==> config.mk <==
export PLATFORM = sky130hd
export DESIGN_NAME = antialiased_line_stepper
export DESIGN_NICKNAME = d
export VERILOG_FILES = /design/src/sv/als_pkg.sv /design/src/sv/als_div.sv /design/src/sv/antialiased_line_stepper.sv
export SDC_FILE = /design/constraint.sdc
export NUM_CORES = 1
export LEC_CHECK = 0
export ABC_AREA = 1
export BUFFER_PORTS_ARGS = -buffer_cell sky130_fd_sc_hd__buf_2
export CAP_MARGIN = 40
export CORE_MARGIN = 2
export CORE_UTILIZATION = 55
export DETAILED_ROUTE_END_ITERATION = 8
export PLACE_DENSITY_LB_ADDON = 0.25
export SLEW_MARGIN = 20
export SYNTH_ARGS = -nofsm -noshare
export SYNTH_HDL_FRONTEND = slang
export SYNTH_SLANG_ARGS = --single-unit
==> constraint.sdc <==
create_clock -name clk -period 6 [get_ports clk]
set_input_delay 0.6 -clock clk [delete_from_list [all_inputs] [get_ports clk]]
set_output_delay 0.6 -clock clk [all_outputs]
set_load 0.005 [all_outputs]
==> src/sv/als_pkg.sv <==
`timescale 1ns / 1ps
// ----------------------------------------------------------------------------
// als_pkg: shared definitions for the antialiased line stepper
// Default widths for the coordinate, level and error accumulator paths, and
// the line kind codes.
// ----------------------------------------------------------------------------
package als_pkg;

  localparam int COORD_BITS_DEF = 12;
  localparam int LEVEL_BITS_DEF = 8;
  localparam int ACC_BITS_DEF   = 32;

  typedef enum logic [2:0] {
    KIND_HORIZ = 3'd0,
    KIND_VERT  = 3'd1,
    KIND_DIAG  = 3'd2,
    KIND_XMAJ  = 3'd3,
    KIND_YMAJ  = 3'd4
  } kind_t;

endpackage

==> src/sv/als_div.sv <==
`timescale 1ns / 1ps
// ----------------------------------------------------------------------------
// als_div: serial restoring divider
// Computes (dividend << Q_W) / divisor, one quotient bit per cycle. The
// dividend must be below the divisor so that the quotient fits in Q_W bits.
// ----------------------------------------------------------------------------
module als_div #(
  parameter int NUM_W = als_pkg::COORD_BITS_DEF,
  parameter int Q_W   = als_pkg::ACC_BITS_DEF
) (
  input  logic             clk,
  input  logic             rst,
  input  logic             start,
  input  logic [NUM_W-1:0] dividend,
  input  logic [NUM_W-1:0] divisor,
  output logic             done,
  output logic [Q_W-1:0]   quotient
);
  import als_pkg::*;

  localparam int CW = $clog2(Q_W + 1);

  logic             running;
  logic [CW-1:0]    cnt;
  logic [NUM_W-1:0] rem;
  logic [NUM_W-1:0] dvs;
  logic [NUM_W:0]   rem_dbl;
  logic [NUM_W:0]   rem_sub;
  logic             fits;

  assign rem_dbl = {rem, 1'b0};
  assign fits    = rem_dbl >= {1'b0, dvs};
  assign rem_sub = rem_dbl - {1'b0, dvs};

  always_ff @(posedge clk) begin
    if (rst) begin
      running <= 1'b0;
      cnt     <= '0;
      done    <= 1'b0;
    end else begin
      done <= running && (cnt == CW'(1));
      if (start && !running) begin
        running <= 1'b1;
        cnt     <= CW'(Q_W);
      end else if (running) begin
        cnt <= cnt - 1'b1;
        if (cnt == CW'(1)) begin
          running <= 1'b0;
        end
      end
    end
  end

  always_ff @(posedge clk) begin
    if (start && !running) begin
      rem <= dividend;
      dvs <= divisor;
    end else if (running) begin
      rem      <= fits ? rem_sub[NUM_W-1:0] : rem_dbl[NUM_W-1:0];
      quotient <= {quotient[Q_W-2:0], fits};
    end
  end

  // The partial remainder stays below the divisor for the whole run.
  a_rem_bound: assert property (@(posedge clk) disable iff (rst)
    running |-> rem < dvs) else $error("divider remainder out of range");

  // The done pulse comes only after the iteration counter has stopped.
  a_done_idle: assert property (@(posedge clk) disable iff (rst)
    done |-> !running) else $error("divider done while still running");

  // A running divider always has iterations left to do.
  a_cnt_live: assert property (@(posedge clk) disable iff (rst)
    running |-> cnt != '0) else $error("divider running with zero count");

endmodule

==> src/sv/antialiased_line_stepper.sv <==
`timescale 1ns / 1ps
// ----------------------------------------------------------------------------
// antialiased_line_stepper: Wu antialiased line generator
// A start item loads two endpoints and emits the first pixel; each step item
// emits the next pixel, or a weighted pixel pair for x-major and y-major
// lines. The far endpoint is flagged last.
// ----------------------------------------------------------------------------
//
//  channel   direction  handshake          payload
//  s_*       in         s_tvalid/s_tready  s_tuser: op
//                                          s_tdata: x_start, y_start, x_end, y_end
//  m_*       out        m_tvalid/m_tready  m_tdata: px, py, level, off_grid
//                                          m_tlast: last
//
//  A step item that yields a pixel pair holds off input until the second
//  pixel has moved up, since both pixels leave through a single output
//  register. A start item of an x-major or y-major line occupies the
//  shared serial divider, one quotient bit per cycle, and no item is
//  accepted until the error step is in place.
//  Reset (rst, synchronous) returns the block to idle with no line running.
//  An output stall holds the pixel in the output register and blocks input.
// ----------------------------------------------------------------------------
module antialiased_line_stepper #(
  parameter int COORD_BITS = als_pkg::COORD_BITS_DEF,
  parameter int LEVEL_BITS = als_pkg::LEVEL_BITS_DEF,
  parameter int ACC_BITS   = als_pkg::ACC_BITS_DEF
) (
  input  logic                                    clk,
  input  logic                                    rst,
  input  logic                                    s_tvalid,
  output logic                                    s_tready,
  // s_tdata, low bit up: x_start, y_start, x_end, y_end, zero fill
  input  logic [((4*COORD_BITS+7)/8)*8-1:0]       s_tdata,
  // s_tuser: op (0 start a line, 1 advance one step)
  input  logic                                    s_tuser,
  output logic                                    m_tvalid,
  input  logic                                    m_tready,
  // m_tdata, low bit up: px, py, level, off_grid, zero fill
  output logic [((2*COORD_BITS+LEVEL_BITS+8)/8)*8-1:0] m_tdata,
  // m_tlast: last pixel of the line
  output logic                                    m_tlast
);
  import als_pkg::*;

  localparam int C     = COORD_BITS;
  localparam int OUT_W = ((2*COORD_BITS+LEVEL_BITS+8)/8)*8;

  // The sequencer: idle and ready, second pixel of a pair pending, or
  // waiting for the divider to deliver the error step.
  typedef enum logic [2:0] {
    S_IDLE = 3'b001,
    S_PAIR = 3'b010,
    S_DIV  = 3'b100
  } state_t;

  state_t                state;
  logic                  line_busy;
  kind_t                 line_kind;
  logic [C-1:0]          cur_x, cur_y, far_x, far_y;
  logic                  x_backward;
  logic [C-1:0]          steps_left;
  logic [ACC_BITS-1:0]   err_acc, err_step;

  // Output register and the pending neighbour pixel.
  logic                  out_valid;
  logic [C-1:0]          out_x, out_y;
  logic [LEVEL_BITS-1:0] out_lvl;
  logic                  out_off, out_last;
  logic [C-1:0]          pend_x, pend_y;
  logic [LEVEL_BITS-1:0] pend_lvl;
  logic                  pend_off;

  logic accept, out_free, out_load;

  // Start decode.
  logic [C-1:0] xs, ys, xe, ye, x0, y0, x1, y1, dx, dy;
  logic [C-1:0] st_steps, div_minor, div_major;
  logic         st_back;
  kind_t        st_kind;

  // Step datapath.
  logic [ACC_BITS:0]     acc_sum;
  logic                  wrap, final_step, weighted;
  logic [C-1:0]          cx_adv, cy_inc;
  logic [C-1:0]          nx_cur, ny_cur, nb_x, nb_y;
  logic                  nb_off;
  logic [LEVEL_BITS-1:0] wgt;

  logic                div_start, div_done;
  logic [ACC_BITS-1:0] div_q;

  assign out_free = !out_valid || m_tready;
  assign s_tready = (state == S_IDLE) && out_free;
  assign accept   = s_tvalid && s_tready;

  // A new pixel enters the output register on a start, on a step of a
  // running line, or when the pending neighbour of a pair moves up.
  assign out_load = (accept && (!s_tuser || line_busy)) ||
                    (state == S_PAIR && out_free);

  assign m_tvalid = out_valid;
  assign m_tlast  = out_last;
  assign m_tdata  = OUT_W'({out_off, out_lvl, out_y, out_x});

  // Endpoints are ordered so that y rises, then the line is classified.
  // The minor and major deltas feed the divider for the weighted kinds.
  always_comb begin
    xs = s_tdata[C-1:0];
    ys = s_tdata[2*C-1:C];
    xe = s_tdata[3*C-1:2*C];
    ye = s_tdata[4*C-1:3*C];
    if (ys > ye) begin
      x0 = xe; y0 = ye; x1 = xs; y1 = ys;
    end else begin
      x0 = xs; y0 = ys; x1 = xe; y1 = ye;
    end
    st_back   = x1 < x0;
    dx        = st_back ? x0 - x1 : x1 - x0;
    dy        = y1 - y0;
    div_minor = dx;
    div_major = dy;
    if (dy == '0) begin
      st_kind  = KIND_HORIZ;
      st_steps = dx;
    end else if (dx == '0) begin
      st_kind  = KIND_VERT;
      st_steps = dy;
    end else if (dx == dy) begin
      st_kind  = KIND_DIAG;
      st_steps = dy;
    end else if (dy > dx) begin
      st_kind  = KIND_YMAJ;
      st_steps = dy;
    end else begin
      st_kind   = KIND_XMAJ;
      st_steps  = dx;
      div_minor = dy;
      div_major = dx;
    end
  end

  assign div_start = accept && !s_tuser &&
                     (st_kind == KIND_XMAJ || st_kind == KIND_YMAJ);

  // One step of the line. The accumulator wraps when the sum carries out,
  // or when the error step is zero and the sum equals the old value.
  always_comb begin
    acc_sum    = {1'b0, err_acc} + {1'b0, err_step};
    wrap       = acc_sum[ACC_BITS] || (err_step == '0);
    final_step = steps_left[C-1:1] == '0;
    weighted   = (line_kind == KIND_XMAJ) || (line_kind == KIND_YMAJ);
    cx_adv     = x_backward ? cur_x - 1'b1 : cur_x + 1'b1;
    cy_inc     = cur_y + 1'b1;
    wgt        = acc_sum[ACC_BITS-1 -: LEVEL_BITS];
    nx_cur     = cur_x;
    ny_cur     = cur_y;
    nb_x       = cur_x;
    nb_y       = cur_y;
    nb_off     = 1'b0;
    case (line_kind)
      KIND_HORIZ: begin
        nx_cur = cx_adv;
      end
      KIND_VERT: begin
        ny_cur = cy_inc;
      end
      KIND_DIAG: begin
        nx_cur = cx_adv;
        ny_cur = cy_inc;
      end
      KIND_YMAJ: begin
        // Neighbour sits one column further along x.
        nx_cur = wrap ? cx_adv : cur_x;
        ny_cur = cy_inc;
        nb_x   = x_backward ? nx_cur - 1'b1 : nx_cur + 1'b1;
        nb_y   = ny_cur;
        nb_off = x_backward ? (nx_cur == '0) : (nx_cur == '1);
      end
      KIND_XMAJ: begin
        // Neighbour sits one row below.
        nx_cur = cx_adv;
        ny_cur = wrap ? cy_inc : cur_y;
        nb_x   = nx_cur;
        nb_y   = ny_cur + 1'b1;
        nb_off = ny_cur == '1;
      end
      default: begin
        nx_cur = cur_x;
        ny_cur = cur_y;
      end
    endcase
  end

  als_div #(
    .NUM_W (C),
    .Q_W   (ACC_BITS)
  ) u_div (
    .clk      (clk),
    .rst      (rst),
    .start    (div_start),
    .dividend (div_minor),
    .divisor  (div_major),
    .done     (div_done),
    .quotient (div_q)
  );

  // Control state: sequencer, line status and output valid.
  always_ff @(posedge clk) begin
    if (rst) begin
      state      <= S_IDLE;
      line_busy  <= 1'b0;
      line_kind  <= KIND_HORIZ;
      steps_left <= '0;
      out_valid  <= 1'b0;
    end else begin
      if (out_load) begin
        out_valid <= 1'b1;
      end else if (m_tready) begin
        out_valid <= 1'b0;
      end
      case (state)
        S_IDLE: begin
          if (accept) begin
            if (!s_tuser) begin
              line_kind  <= st_kind;
              steps_left <= st_steps;
              line_busy  <= st_steps != '0;
              if (div_start) begin
                state <= S_DIV;
              end
            end else if (line_busy) begin
              if (final_step) begin
                steps_left <= '0;
                line_busy  <= 1'b0;
              end else begin
                steps_left <= steps_left - 1'b1;
                if (weighted) begin
                  state <= S_PAIR;
                end
              end
            end
          end
        end
        S_PAIR: begin
          if (out_free) begin
            state <= S_IDLE;
          end
        end
        S_DIV: begin
          if (div_done) begin
            state <= S_IDLE;
          end
        end
        default: begin
          state <= S_IDLE;
        end
      endcase
    end
  end

  // Line geometry and error terms.
  always_ff @(posedge clk) begin
    if (rst) begin
      cur_x      <= '0;
      cur_y      <= '0;
      far_x      <= '0;
      far_y      <= '0;
      x_backward <= 1'b0;
      err_acc    <= '0;
      err_step   <= '0;
    end else begin
      case (state)
        S_IDLE: begin
          if (accept && !s_tuser) begin
            cur_x      <= x0;
            cur_y      <= y0;
            far_x      <= x1;
            far_y      <= y1;
            x_backward <= st_back;
            err_acc    <= '0;
            err_step   <= '0;
          end else if (accept && line_busy) begin
            if (final_step) begin
              cur_x <= far_x;
              cur_y <= far_y;
            end else begin
              cur_x <= nx_cur;
              cur_y <= ny_cur;
              if (weighted) begin
                err_acc <= acc_sum[ACC_BITS-1:0];
              end
            end
          end
        end
        S_DIV: begin
          if (div_done) begin
            err_step <= div_q;
          end
        end
        default: begin
          err_step <= err_step;
        end
      endcase
    end
  end

  always_ff @(posedge clk) begin
    if (state == S_IDLE && accept) begin
      if (!s_tuser) begin
        out_x    <= x0;
        out_y    <= y0;
        out_lvl  <= '0;
        out_off  <= 1'b0;
        out_last <= st_steps == '0;
      end else if (line_busy) begin
        out_off <= 1'b0;
        if (final_step) begin
          out_x    <= far_x;
          out_y    <= far_y;
          out_lvl  <= '0;
          out_last <= 1'b1;
        end else begin
          out_x    <= nx_cur;
          out_y    <= ny_cur;
          out_lvl  <= weighted ? wgt : '0;
          out_last <= 1'b0;
          pend_x   <= nb_x;
          pend_y   <= nb_y;
          pend_lvl <= ~wgt;
          pend_off <= nb_off;
        end
      end
    end else if (state == S_PAIR && out_free) begin
      out_x    <= pend_x;
      out_y    <= pend_y;
      out_lvl  <= pend_lvl;
      out_off  <= pend_off;
      out_last <= 1'b0;
    end
  end

  // A pending neighbour always follows a main pixel still in the output.
  a_pair_has_main: assert property (@(posedge clk) disable iff (rst)
    state == S_PAIR |-> out_valid) else $error("pair pending without main pixel");

  // Only weighted lines wait for the divider.
  a_div_kind: assert property (@(posedge clk) disable iff (rst)
    state == S_DIV |-> (line_kind == KIND_XMAJ || line_kind == KIND_YMAJ))
    else $error("divider wait on an unweighted line");

  // Unweighted kinds never carry an error step.
  a_step_zero: assert property (@(posedge clk) disable iff (rst)
    (line_kind == KIND_HORIZ || line_kind == KIND_VERT || line_kind == KIND_DIAG)
    |-> err_step == '0) else $error("error step set on an unweighted line");

  // An idle line has no steps left.
  a_idle_steps: assert property (@(posedge clk) disable iff (rst)
    !line_busy |-> steps_left == '0) else $error("steps left on an idle line");

endmodule
* Yosys cells after proc, flatten, opt, wreduce, memory -nomap -nowiden
Index checks and enable logic that the tools add are counted.
** Storage, ports and cells
- Flip-flop bits (word level) :: 264
- Latch bits :: 0
- Memory bits (writable) :: 0
- ROM bits :: 0
- Bits of input ports :: 53
- Output and inout bits :: 43
- Logic and storage cells :: 209
- Memories kept :: 0
** Cells by class
- $add $sub $neg :: 13
- Multiply operators :: 0
- Div/mod/pow operators :: 0
- $lt $le $gt $ge :: 4
- Equality and inequality tests :: 24
- Shift operators :: 0
- Mux-type cells :: 89
- Bitwise logic cells :: 4
- Reductions and logical operators :: 47
** Operator list (number)
- two-way mux 12 bit :: 38
- two-way mux 32 bit :: 6
- one-hot mux 12 bit (2 select lines) :: 4
- one-hot mux 32 bit (2 select lines) :: 1
- adder 12 x 1 -> 12 bit (second input constant) :: 4
- logical NOT 12 bit :: 4
- two-way mux 8 bit :: 6
- subtractor 12 bit :: 4
- two-way mux 3 bit :: 12
- subtractor 12 x 1 -> 12 bit (second input constant) :: 3
- adder 32 x 32 -> 33 bit :: 1
- logical NOT 32 bit :: 1
- equality test 12 bit (second input constant) :: 2
- greater-than comparator 12 bit :: 2
- two-way mux 1 bit :: 18
- >= comparator 13 x 12 -> 1 bit :: 1
- equality test 12 bit :: 1
- equality test 3 x 2 -> 1 bit (second input constant) :: 4
- less-than comparator 12 bit :: 1
- two-way mux 6 bit :: 2
- inequality test 3 bit (second input constant) :: 4
- nonzero test 12 bit :: 1
- nonzero test 2 bit :: 6
- logical NOT 11 bit :: 1
- 21 further kinds :: 54

* Logic depth before layout (Yosys ltp)
Gate-level depths: netlist (run 1).
- Word-level depth :: 16
- Depth in mapped cells :: 47
- Mapped depth without buffers :: 45

* Hierarchy
A second synthesis (run 1) with hierarchy kept.
** Unflattened totals
- Cells, all modules :: 2749
- Area, all modules :: 19124.6 µm²
** Modules (own cells, without submodules)
- antialiased_line_stepper :: instances 1, cells each 2426, area each 15924.0 µm², seq. area each 4674.5 µm²
- als_div :: instances 1, cells each 323, area each 3200.6 µm², seq. area each 1841.8 µm²

* Worst setup path after synthesis (run 1)
OpenSTA, ideal clock, no wires.
- Path type :: input to register
- Start point :: input s_tdata[42]
- End point :: register line_busy
- Data arrival time :: 5.136 ns
- Data required time :: 5.868 ns
- Slack :: 0.732 ns
- Cell stages on the path :: 43
- Cells stage by stage :: inv_1 > ha_1 > nand2_2 > inv_2 > nand2_2 > nor2_1 > nand2_1 > nand3_2 > nand2_4 > buf_6 > buf_6 > nand2_1 > nand3_2 > ha_1 > inv_1 > nand2_1 > nand2_1 > nand2_1 > [7 not listed] > nand2_1 > nor2_1 > nand3_1 > inv_1 > nor2_1 > inv_1 > clkbuf_1 > o21ai_0 > nand2_1 > o21ai_0 > nand2_1 > nand2_1 > a21oi_1 > nand2_1 > nor2_1 > nand3_1 > nand2_1 > a21oi_1
** On the way
- Word-level cells in the longest chain between the ends :: 11
- Elaborated cells on any way between the ends :: 20
** RTL lines
- from (decl) :: line antialiased_line_stepper.sv:33 : input logic [((4*COORD_BITS+7)/8)*8-1:0] s_tdata,
- greater-than comparator 12 bit :: line antialiased_line_stepper.sv:112 : if (ys > ye) begin
- two-way mux 12 bit :: line antialiased_line_stepper.sv:112
- subtractor 12 bit / less-than comparator 12 bit (equally long branches) :: line antialiased_line_stepper.sv:118, antialiased_line_stepper.sv:117
- two-way mux 12 bit :: line antialiased_line_stepper.sv:118 : dx = st_back ? x0 - x1 : x1 - x0;
- greater-than comparator 12 bit :: line antialiased_line_stepper.sv:131 : end else if (dy > dx) begin
- two-way mux 12 bit :: line antialiased_line_stepper.sv:131
- two-way mux 12 bit :: line antialiased_line_stepper.sv:128 : end else if (dx == dy) begin
- two-way mux 12 bit :: line antialiased_line_stepper.sv:125 : end else if (dx == '0) begin
- two-way mux 12 bit (*) :: line antialiased_line_stepper.sv:122 : if (dy == '0) begin
- nonzero test 12 bit (*) :: line antialiased_line_stepper.sv:227 : line_busy <= st_steps != '0;
- two-way mux 1 bit (*) :: line antialiased_line_stepper.sv:224 : if (!s_tuser) begin
- to (signal assigned) :: line antialiased_line_stepper.sv:211 : line_busy <= 1'b0;
- to (signal assigned) :: line antialiased_line_stepper.sv:227
- to (signal assigned) :: line antialiased_line_stepper.sv:234 : line_busy <= 1'b0;
- to (decl) :: line antialiased_line_stepper.sv:57 : logic line_busy;
Every way passes the cells marked *; elsewhere a longest branch is shown, timed or not.
A chain may end at the register's enable or synchronous reset.

* Final worst setup path (run 1)
- Start point :: input s_tdata[41]
- End point :: register line_busy
The elaborated chain is that of the path after synthesis.

==> out/results.txt, run 1 <==
Data required, critical path: 6.43 ns
crit share post-route: 90.9%
Fin Clk Skew: 0.0283 ns
NetSw: 3610 uW
share of the synthesized area in the top cell type: 19.6%
Yosys warnings: 0
critical path endpoint category: register
TritonCTS clock tree: yes
H-tree depth: 1
# diodes: 0
first-pass GRT wire length: 91900 um
Arr. time, crit path: 5.89 ns
setup_tns: 0 ns
Die W: 189 um
Iteration-0 DRC Markers: 2064
largest net degree at the start of global routing: 68
drt pass-1 iters: 6
pwr dens: 402 mW/mm2
initial antenna violation count: 1
# hold bufs at CTS: 0
die height: 189 um
Max-Cap Viols: 0
status: finished clean
EDFF count, synth: 123
CTS Buf Count: 29
# setup viols final: 0
post-synthesis sequential area ratio: 34.5%
Post-CTS Setup Bufs: 0
RSZ-0062 raised after global routing: no
WL final: 57400 um
fillcell total: 3000
Worst-Skew Late Latency: 0.59 ns
final total power: 8450 uW
DR vias/cell: 5.81
gr usage total: 31.8%
clk root buf: clkbuf_16
Slew HR: 47.7%
Leak: 0.00978 uW
vias in the first global route: 17607
layout cells sized above 1: 10.3%
post-route ant nets: 0
Most used DFF post-synth: dfxtp_1
Core Box Area: 0.0337 mm2
Yosys reg bits: 264
Max VDD drop: 0.000292 V
die area: 0.0358 mm2
number of library cell types mapped by synthesis: 67
FMAX: 0.183 GHz
grt ovf: 0
Fin. Hold Viols: 0
ys async rst share: 0%
register share of total power: 30.3%
fin nets: 2940
final slew viol count: 0
clk sinks: 264
actual slew at the worst max-slew pin: 0.784 ns
synthesized area: 0.0189 mm2
Clock Power Share: 22.4%
hold slack: 0.371 ns
top post-synthesis cells by area: edfxtp_1 (20%), dfxtp_1 (15%), nand2_1 (14%), inv_1 (6.4%), ha_1 (6.4%)
Tmin final: 5.46 ns
routed len/inst: 17.6 um
crit path max fanout: 34
Vias: 18909
kind of critical path: in -> reg
Rows: 67
# IOs: 96
Area growth, synth to finish: 11.3%
mean post-synth cell area: 7.00 um2
Sw Share: 42.7%
RD Place Congestion: 0.974
slowest library cell on the worst path: ha_1
initial core utilization: 56.1%
class of the worst hold path: in -> reg
Cell Int Power: 4840 uW
crit path launch type: primary input
cell taking the most area after synthesis: edfxtp_1
cell mode on critical path: nand2_1
Post-Syn Instances: 2699
Port Buffers: 88
DP HPWL: 42900 um
Comb power frac: 47.4%
Max clock buf depth: 3
CTS clk-pin slew, worst paths: 0.06 ns
max incr delay on CP: 0.36 ns
DRC: 0
## path summary, 6_finish.rpt
path	start	endpoint	slack [ns]	cells past startpoint
max	s_tdata[41]	line_busy$_SDFFE_PP0P_	0.54	43
min	s_tvalid	out_off$_SDFFCE_PP0P_	0.37	2
max reg2reg	err_step[0]$_SDFFE_PP0P_	pend_x[10]$_DFFE_PP_	0.62	32
min reg2reg	u_div.quotient[28]$_DFFE_PP_	u_div.quotient[29]$_DFFE_PP_	0.44	0
## layout make-up
type / count / area [um2] / share of cell area (%)
clock inverter: 15 / 191 / 0.911
tap: 448 / 561 / 2.67
multi-input combinational: 2000 / 10600 / 50.6
clock buffer: 38 / 821 / 3.90
sequential: 264 / 6520 / 31.0
inverter: 334 / 1250 / 5.97
timing repair buffer: 158 / 1040 / 4.93
## stage by stage
stage,setup slack (ns),util [%],area (um2),std cells
4_1_cts,0.323,62.2,21000,3253
5_1_grt,0.0281,62.4,21000,3257
3_3_place_gp,0.154,59.0,19900,3197
6_report,0.545,62.4,21000,3257
3_5_place_dp,0.0202,59.2,20000,3200
2_1_floorplan,0.732,-,18900,2705
## cell usage after synthesis (all sizes together), types with 30 or more instances
cell and n:
o21ai 247, a21oi 163, clkbuf 73, ha 96, nand4 30, xor2 51
dfxtp 141, nand3 167, a31oi 36, o211ai 33, edfxtp 123, nand2 744
nor2 224, buf 34, inv 329, a22oi 32
## logic make-up after synthesis
logic type | synth area share (%)
AND/OR/NAND/NOR | 27.4
AO/OA/AOI/OAI | 18.4
buffers and inverters | 9.55
flip-flops | 34.5
adder cells (fa/ha/maj) | 6.78
XOR/XNOR | 3.09
multiplexers | 0.232
other | 0.0199
## flip-flops by register name, indices dropped and copies added, names as in the netlist, 3 cells and up
name,flops
cur_y,12
state,3
u_div.dvs,12
out_lvl,8
u_div.quotient,32
steps_left,12
far_y,12
out_x,12
line_kind,3
err_step,32
u_div.rem,12
cur_x,12
u_div.cnt,6
pend_y,12
pend_lvl,8
far_x,12
out_y,12
err_acc,32
pend_x,12
## timing repair
action,in CTS,in global routing
resized for setup,0,3
hold endpoints to repair,0,0
setup endpoints to repair,0,3
## placed cells by master, fill, tap and decap left out, types with 6 or more instances in the layout
cell / netlist / layout
clkinv_1: 4 / 7
buf_2: 4 / 88
inv_1: 323 / 322
nor2_2: 5 / 7
o21ai_1: 29 / 32
o221ai_1: 18 / 18
nand4_1: 30 / 30
clkbuf_16: 0 / 30
o22ai_1: 14 / 14
nand2_1: 728 / 728
edfxtp_1: 123 / 123
buf_4: 14 / 63
xor2_1: 49 / 49
o21bai_1: 7 / 7
nor2_1: 217 / 214
o21ai_0: 217 / 213
clkinv_2: 1 / 8
nor3_1: 17 / 16
nand3_2: 9 / 9
a21oi_1: 161 / 160
ha_1: 96 / 96
inv_2: 6 / 6
nor4_1: 11 / 11
nand3_1: 157 / 157
dfxtp_1: 141 / 141
a21boi_0: 14 / 14
nand2_2: 15 / 15
xnor2_1: 14 / 14
conb_1: 1 / 7
or2_2: 23 / 23
a221oi_1: 6 / 6
a31oi_1: 36 / 36
o211ai_1: 32 / 32
a22oi_1: 32 / 32
## power by group through the flow
stage	Clock [uW]	Sequential [uW]	Combinational, uW
2_1_floorplan	0	2550	2770
3_3_place_gp	0	2590	3760
3_5_place_dp	0	2600	3850
4_1_cts	1910	2570	3890
5_1_grt	1980	2590	4460
6_report	1890	2560	4000
## metal layers
layer  vias to the layer above  track usage, %  routed length (um)
li1                       9219               -                   -
met3                       113            4.23                4850
met1                      8676            45.7               25700
met4                         0            9.09                1480
met2                       901            50.2               25400
met5                         -               0                   0
## worst max-delay path: cells and delay by family
family          cells  cell delay (ns)
buf+inv             8             1.08
simple gates       26             2.52
fa+ha+maj           3             0.86
compound gates      6             0.79
Note: power is estimated with default switching activity, not from simulation.
==> inputs of run 2 (changes only) <==
MAX_ROUTING_LAYER = met4   (was unset)
SKIP_CTS_REPAIR_TIMING = 1   (was unset)
clock period = 4.55 ns   (was 6 ns; I/O delays follow)
==> out/results.txt, run 2 (synthesized netlist as in run 1, its figures left out) <==
kind of critical path: reg -> reg
Port Buffers: 88
Fin. Hold Viols: 0
TritonCTS clock tree: yes
setup_tns: -0.296 ns
die area: 0.0358 mm2
actual slew at the worst max-slew pin: 0.796 ns
Core Box Area: 0.0337 mm2
initial core utilization: 56.1%
largest net degree at the start of global routing: 69
Sw Share: 42.6%
register share of total power: 26.5%
Leak: 0.0116 uW
post-route ant nets: 0
H-tree depth: 1
crit path launch type: register
RSZ-0062 raised after global routing: yes
final worst setup slack: -0.203 ns
cell mode on critical path: inv_1
top flop regs: err_acc x32, err_step x32, u_div.quotient x32
max incr delay on CP: 0.44 ns
Vias: 20541
R2R Path End: pend_x[10]$_DFFE_PP_
# setup viols final: 2
initial antenna violation count: 2
CTS clk-pin slew, worst paths: 0.06 ns
reg2reg start: err_acc[0]$_SDFFE_PP0P_
FF-to-FF path depth: 33
Clock Power Share: 17.9%
vias in the first global route: 18913
hold path endpoint: out_off$_SDFFCE_PP0P_
Die W: 189 um
status: finished, violations left
hold slack: 0.235 ns
class of the worst hold path: in -> reg
most common cell after layout, fill and taps aside: nand2_1
crit path max fanout: 5
Slew HR: 46.9%
violated checks: negative setup slack
crit share post-route: 104%
Arr. time, crit path: 5.04 ns
Area growth, synth to finish: 32.0%
critical path depth in cells: 33
HP Start: s_tvalid
# IOs: 96
drt pass-1 iters: 8
Max clock buf depth: 3
Iteration-0 DRC Markers: 2158
Rows: 67
final slew viol count: 0
Worst-Skew Late Latency: 0.57 ns
CTS Buf Count: 29
Cell Int Power: 7320 uW
pwr dens: 511 mW/mm2
grt ovf: 0
first-pass GRT wire length: 96700 um
clk root buf: clkbuf_16
DRC: 0
Worst Setup SP: err_acc[0]$_SDFFE_PP0P_
RD Place Congestion: 1.06
CP bufs+invs: 7
slowest library cell on the worst path: fa_2
clk sinks: 264
Tmin final: 4.75 ns
NetSw: 5420 uW
Comb power frac: 55.6%
DP HPWL: 45800 um
critical path endpoint category: register
WL final: 63800 um
die height: 189 um
Max-Cap Viols: 0
Fin Clk Skew: 0.0161 ns
Max VDD drop: 0.000495 V
Data required, critical path: 4.83 ns
routed len/inst: 17.8 um
most frequent cells in the layout: nand2_1 (640), buf_4 (360), inv_1 (286)
fin nets: 3268
gr usage total: 34.5%
layout cells sized above 1: 27.5%
DR vias/cell: 5.73
reg2reg setup slack: -0.20 ns
FMAX: 0.210 GHz
hold-critical path depth: 2
CP delay by family, top: compound AO/OA/AOI/OAI gates
-- run 2: worst max path at each step --
stage,to
final,pend_x[10]$_DFFE_PP_
after global routing,pend_x[10]$_DFFE_PP_
after CTS,pend_x[10]$_DFFE_PP_
after floorplan,m_tlast$_SDFFCE_PN0P_
after detailed placement,line_busy$_SDFFE_PP0P_
after global placement,line_busy$_SDFFE_PP0P_
-- run 2: layout make-up --
class / count / area (um2)
multi-input combinational: 2002 / 11800
clock inverter: 13 / 75.1
sequential: 264 / 6520
clock buffer: 40 / 838
inverter: 334 / 1310
antenna: 2 / 5.00
timing repair inverter: 1 / 6.26
fill: 2688 / 8770
timing repair buffer: 483 / 3790
tap: 448 / 561
-- run 2: power by group through the flow --
| stage | Clock (uW) | Sequential (uW) | Combinational, uW |
|---|---|---|---|
| after floorplan | 0 | 3360 | 3800 |
| after global placement | 0 | 3390 | 5790 |
| after detailed placement | 0 | 3410 | 5960 |
| after CTS | 2290 | 3370 | 6030 |
| after global routing | 2370 | 3420 | 7740 |
| final | 2280 | 3380 | 7090 |
-- run 2: per-stage QoR --
stage	util, %	cells	power [uW]	worst slack [ns]	instance area (um2)
3_3_place_gp	66.3	3471	9180	-0.783	22300
5_1_grt	74.0	3587	13500	-0.443	24900
6_report	74.0	3587	12700	-0.203	24900
2_1_floorplan	-	2705	7160	-0.0578	19300
4_1_cts	69.1	3528	11700	-0.397	23300
3_5_place_dp	66.4	3475	9380	-0.884	22400
-- run 2: routing by layer --
layer | vias to the layer above | track usage (%) | routed length, um
li1 | 9888 | - | -
met1 | 9482 | 46.9 | 26900
met2 | 1005 | 54.7 | 29100
met3 | 166 | 3.65 | 5580
met4 | 0 | 9.93 | 2220
met5 | - | - | 0
